[config.mk]
export PLATFORM = sky130hd
export DESIGN_NAME = tsrm_ctrl
export DESIGN_NICKNAME = d
export VERILOG_FILES = /design/src/design/tsrm_pkg.sv /design/src/design/tsrm_ctrl.sv
export SDC_FILE = /design/constraint.sdc
export NUM_CORES = 1
export LEC_CHECK = 0
export ABC_AREA = 1
export BUFFER_PORTS_ARGS = -buffer_cell sky130_fd_sc_hd__buf_2
export CORE_AREA = 3 3 40 42
export DETAILED_ROUTE_END_ITERATION = 10
export DIE_AREA = 0 0 43 45
export GPL_ROUTABILITY_DRIVEN = 0
export PLACE_DENSITY_LB_ADDON = 0.1
export SLEW_MARGIN = 20
export SYNTH_ARGS = -nofsm -noshare
export SYNTH_HDL_FRONTEND = slang
export SYNTH_SLANG_ARGS = --single-unit
[constraint.sdc]
create_clock -name clk -period 1.11 [get_ports clk]
set_clock_uncertainty 0.1 [all_clocks]
set_input_delay 0 -clock clk [delete_from_list [all_inputs] [get_ports clk]]
set_output_delay 0 -clock clk [all_outputs]
set_load 0.03 [all_outputs]
[src/design/tsrm_pkg.sv]
package tsrm_pkg;

    localparam int ROW_COUNT_DEF  = 64;
    localparam int TOKEN_BITS_DEF = 16;

    localparam int KIND_W  = 2;
    localparam int ROW_W   = 6;
    localparam int TOK_W   = 16;
    localparam int CFG_W   = 16;
    localparam int CFG_IDX_W = 3;
    localparam int RES_W   = 2;

    localparam logic [KIND_W-1:0] KIND_BEGIN    = 2'd0;
    localparam logic [KIND_W-1:0] KIND_APPEND   = 2'd1;
    localparam logic [KIND_W-1:0] KIND_COMMIT   = 2'd2;
    localparam logic [KIND_W-1:0] KIND_EVALUATE = 2'd3;

    localparam logic [CFG_IDX_W-1:0] CFG_END_TOKEN   = 3'd0;
    localparam logic [CFG_IDX_W-1:0] CFG_NO_TS_TOKEN = 3'd1;
    localparam logic [CFG_IDX_W-1:0] CFG_FIRST_TS    = 3'd2;
    localparam logic [CFG_IDX_W-1:0] CFG_LAST_TS     = 3'd3;
    localparam logic [CFG_IDX_W-1:0] CFG_MAX_INIT_TS = 3'd4;

    typedef struct packed {
        logic             take;
        logic             append_wr;
        logic             load_hist;
        logic             emit;
        logic [RES_W-1:0] k;
    } cmd_t;

    typedef struct packed {
        logic [KIND_W-1:0] kind;
        logic              pair_ok;
        logic              out_free;
        logic [RES_W-1:0]  last_idx;
    } status_t;

endpackage

[src/design/tsrm_ctrl.sv]
module tsrm_ctrl (
    input  logic              clk,
    input  logic              rst_n,
    input  logic              in_valid,
    output logic              in_stall,
    input  tsrm_pkg::status_t status,
    output tsrm_pkg::cmd_t    cmd
);
    import tsrm_pkg::*;

    localparam logic [1:0] S_IDLE   = 2'd0;
    localparam logic [1:0] S_APPEND = 2'd1;
    localparam logic [1:0] S_EVLOAD = 2'd2;
    localparam logic [1:0] S_EMIT   = 2'd3;

    logic [1:0]       state_reg, state_next;
    logic [RES_W-1:0] k_reg, k_next;

    always_ff @(posedge clk or negedge rst_n)
    begin
        if (!rst_n)
        begin
            state_reg <= S_IDLE;
            k_reg     <= '0;
        end
        else
        begin
            state_reg <= state_next;
            k_reg     <= k_next;
        end
    end

    assign in_stall = (state_reg != S_IDLE);

    always_comb
    begin
        state_next    = state_reg;
        k_next        = k_reg;
        cmd           = '0;
        cmd.k         = k_reg;
        case (state_reg)
            S_IDLE:
            begin
                if (in_valid)
                begin
                    cmd.take = 1'b1;
                    if (status.kind == KIND_APPEND && status.pair_ok)
                    begin
                        state_next = S_APPEND;
                    end
                    else if (status.kind == KIND_EVALUATE)
                    begin
                        state_next = S_EVLOAD;
                    end
                end
            end
            S_APPEND:
            begin
                cmd.append_wr = 1'b1;
                state_next    = S_IDLE;
            end
            S_EVLOAD:
            begin
                cmd.load_hist = 1'b1;
                k_next        = '0;
                state_next    = S_EMIT;
            end
            S_EMIT:
            begin
                if (status.out_free)
                begin
                    cmd.emit = 1'b1;
                    if (k_reg == status.last_idx)
                    begin
                        state_next = S_IDLE;
                    end
                    else
                    begin
                        k_next = k_reg + 1'b1;
                    end
                end
            end
            default:
            begin
                state_next = S_IDLE;
            end
        endcase
    end

endmodule

==> results.sh <==
export IMPL_cts_tree="yes"
export IMPL_core_um2=1280
export IMPL_setup_tns_ps=-125
export IMPL_drc=0
export IMPL_setup_viol=4
export IMPL_yosys_warnings=0
export IMPL_status="finished with violations"
export IMPL_grt_pass1_wl_um=1330
export IMPL_grt_pass1_vias=350
export IMPL_die_area_um2=1940
export IMPL_drv_slew=0
export IMPL_layout_commonest_cell="nand2_1"
export IMPL_violations="setup timing"
export IMPL_clk_latency_ps=230
export IMPL_cts_setup_buffers=0
export IMPL_cts_max_path_buffers=2
export IMPL_cts_sinks=4
export IMPL_cp_data_required_time_ps=1010
export IMPL_min_path_type="primary input to flop"
export IMPL_endpoint_kind="output port"
export IMPL_holdPathStages=3
export IMPL_syn_avg_cell_area_um2=6.21
export IMPL_leakage_nw=0.294
export IMPL_powerDensity_nw_per_um2=2760
export IMPL_cts_root_buffer="clkbuf_4"
export IMPL_ant_nets=0
export IMPL_power_mw=1.48
export IMPL_synth_area_um2=317
export IMPL_dp_slack_ps=8.76
export IMPL_die_w_um=43
export IMPL_firstDrtPassIters=3
export IMPL_worstMarginPinSlew_ps=199
export IMPL_num_antenna_cells=0
export IMPL_slowest_delay_ps=430
export IMPL_rsz0062_at_grt="true"
export IMPL_area_growth_pct=69.6
export IMPL_synth_seq_cells=4
export IMPL_crit_path_max_fanout=4
export IMPL_ir_worst_vdd_mv=1.06
export IMPL_synthCells=51
export IMPL_final_cells=90
export IMPL_final_cell_area_um2=537
export IMPL_wl_per_cell_um=8.76
export IMPL_worstPathArrival_ps=1060
export IMPL_track_usage=0.0927
export IMPL_port_buffers=15
export IMPL_fp_row_count=13
export IMPL_max_cap_violations=0
export IMPL_die_h_um=45
export IMPL_via_per_inst=4.14
export IMPL_antenna_found_initial=0
export IMPL_num_vias=373
export IMPL_dp_hpwl_um=628
export IMPL_fin_nets=85
export IMPL_period_share=1.05
export IMPL_totalWireLength_um=788
export IMPL_layout_setup_ws_ps=-50.5
export IMPL_fillers=145
export IMPL_mostFrequentLayoutCells="12 x nand2_1, 11 x buf_2, 6 x inv_1, 6 x nand2_2"
export IMPL_relSlewSlack=0.867
export IMPL_yosysSeqAreaShare=0.316
export IMPL_drive_gt1_frac=0.547
export IMPL_grt_overflow_total=0
export IMPL_grt_max_degree=6
export IMPL_drtIter0Drc=5
export IMPL_period_needed_ps=1160
export IMPL_maxClockFrequency_mhz=862
export IMPL_slowest_stage="dfrtp_1"
export IMPL_syn_num_nets=60
export IMPL_final_util=0.418
export IMPL_ys_types=14
export IMPL_initial_core_util=0.246
export IMPL_boundaryPins=16
export IMPL_worstSetupPathType="flop to output port"
export IMPL_final_hold_viol_count=0
export IMPL_crit_chain="inv_2 -> nand2_4 -> nor2_4 -> buf_6"
export IMPL_clkSlewWorstSetupHoldPaths_ps=40
export IMPL_dpl_cell_area_um2=448
export IMPL_whs_ps=3.53
export IMPL_critPathLaunchType="flop"
export IMPL_place_inst=84
export IMPL_r2r_cells=4
export IMPL_htreeDepth=1
export IMPL_cts_buffers=3
==> final timing paths <==
check / from / to / slack [ps]
min: status[4] / state_reg[0] / 4
min in group asynchronous: rst_n / k_reg[1] / 580
max in group asynchronous: rst_n / state_reg[0] / 140
min reg2reg: k_reg[1] / k_reg[1] / 470
max: state_reg[1] / cmd[5] / -50
max reg2reg: state_reg[1] / state_reg[0] / 10
==> power by group <==
part	total [mW]	switching, mW	internal, mW	leakage (nW)
registers	0.307	0.0885	0.219	0.0472
clock network	0.195	0.0604	0.135	0.0150
logic	0.978	0.587	0.390	0.232
==> worst max-delay path, delay by kind of cell, from the launching register on <==
family | cells | cell delay [ps]
flip-flops | 1 | 430
buffers and inverters | 2 | 250
AND/OR/NAND/NOR | 2 | 150
==> metal layers <==
metal	wire (µm)	track usage	vias up
met5	0	0	-
met4	0	0.0723	0
met3	51	0.0199	0
met2	393	0.144	10
met1	343	0.112	163
li1	-	-	200
==> cells in the mapped netlist <==
cell      instances  share of area
a31oi_1           1          0.020
nand2_1          14           0.17
nor2_4            1          0.036
o21ai_0           1          0.016
inv_2             5          0.059
or2_2             1          0.020
nor2_2            1          0.020
a21oi_1           2          0.032
dfrtp_1           4           0.32
nand3b_1          1          0.024
nand3_1           4          0.063
inv_1             6          0.071
nand2_2           5          0.099
nor2_1            5          0.059
==> repair_timing <==
action / CTS / global route
setup endpoints to repair: 5 / 9
hold buffers: 2 / 0
resized for setup: 11 / 3
hold endpoints to repair: 4 / 0
==> layout make-up <==
type,instances,area (µm²),area share
Timing Repair Buffer,20,146,0.273
Inverter,11,41.3,0.0769
Sequential cell,4,104,0.193
Multi-Input combinational cell,36,200,0.373
Tap cell,15,18.8,0.0350
Clock buffer,4,26.3,0.0490
==> kinds of logic (layout without fill, tap and decap cells) <==
group | Yosys count | count (layout) | share of synthesized area
buffers and inverters | 11 | 35 | 0.130
flip-flops | 4 | 4 | 0.316
AND/OR/NAND/NOR | 32 | 32 | 0.486
AO/OA/AOI/OAI | 4 | 4 | 0.0672
Note: power is estimated with default switching activity, not from simulation.
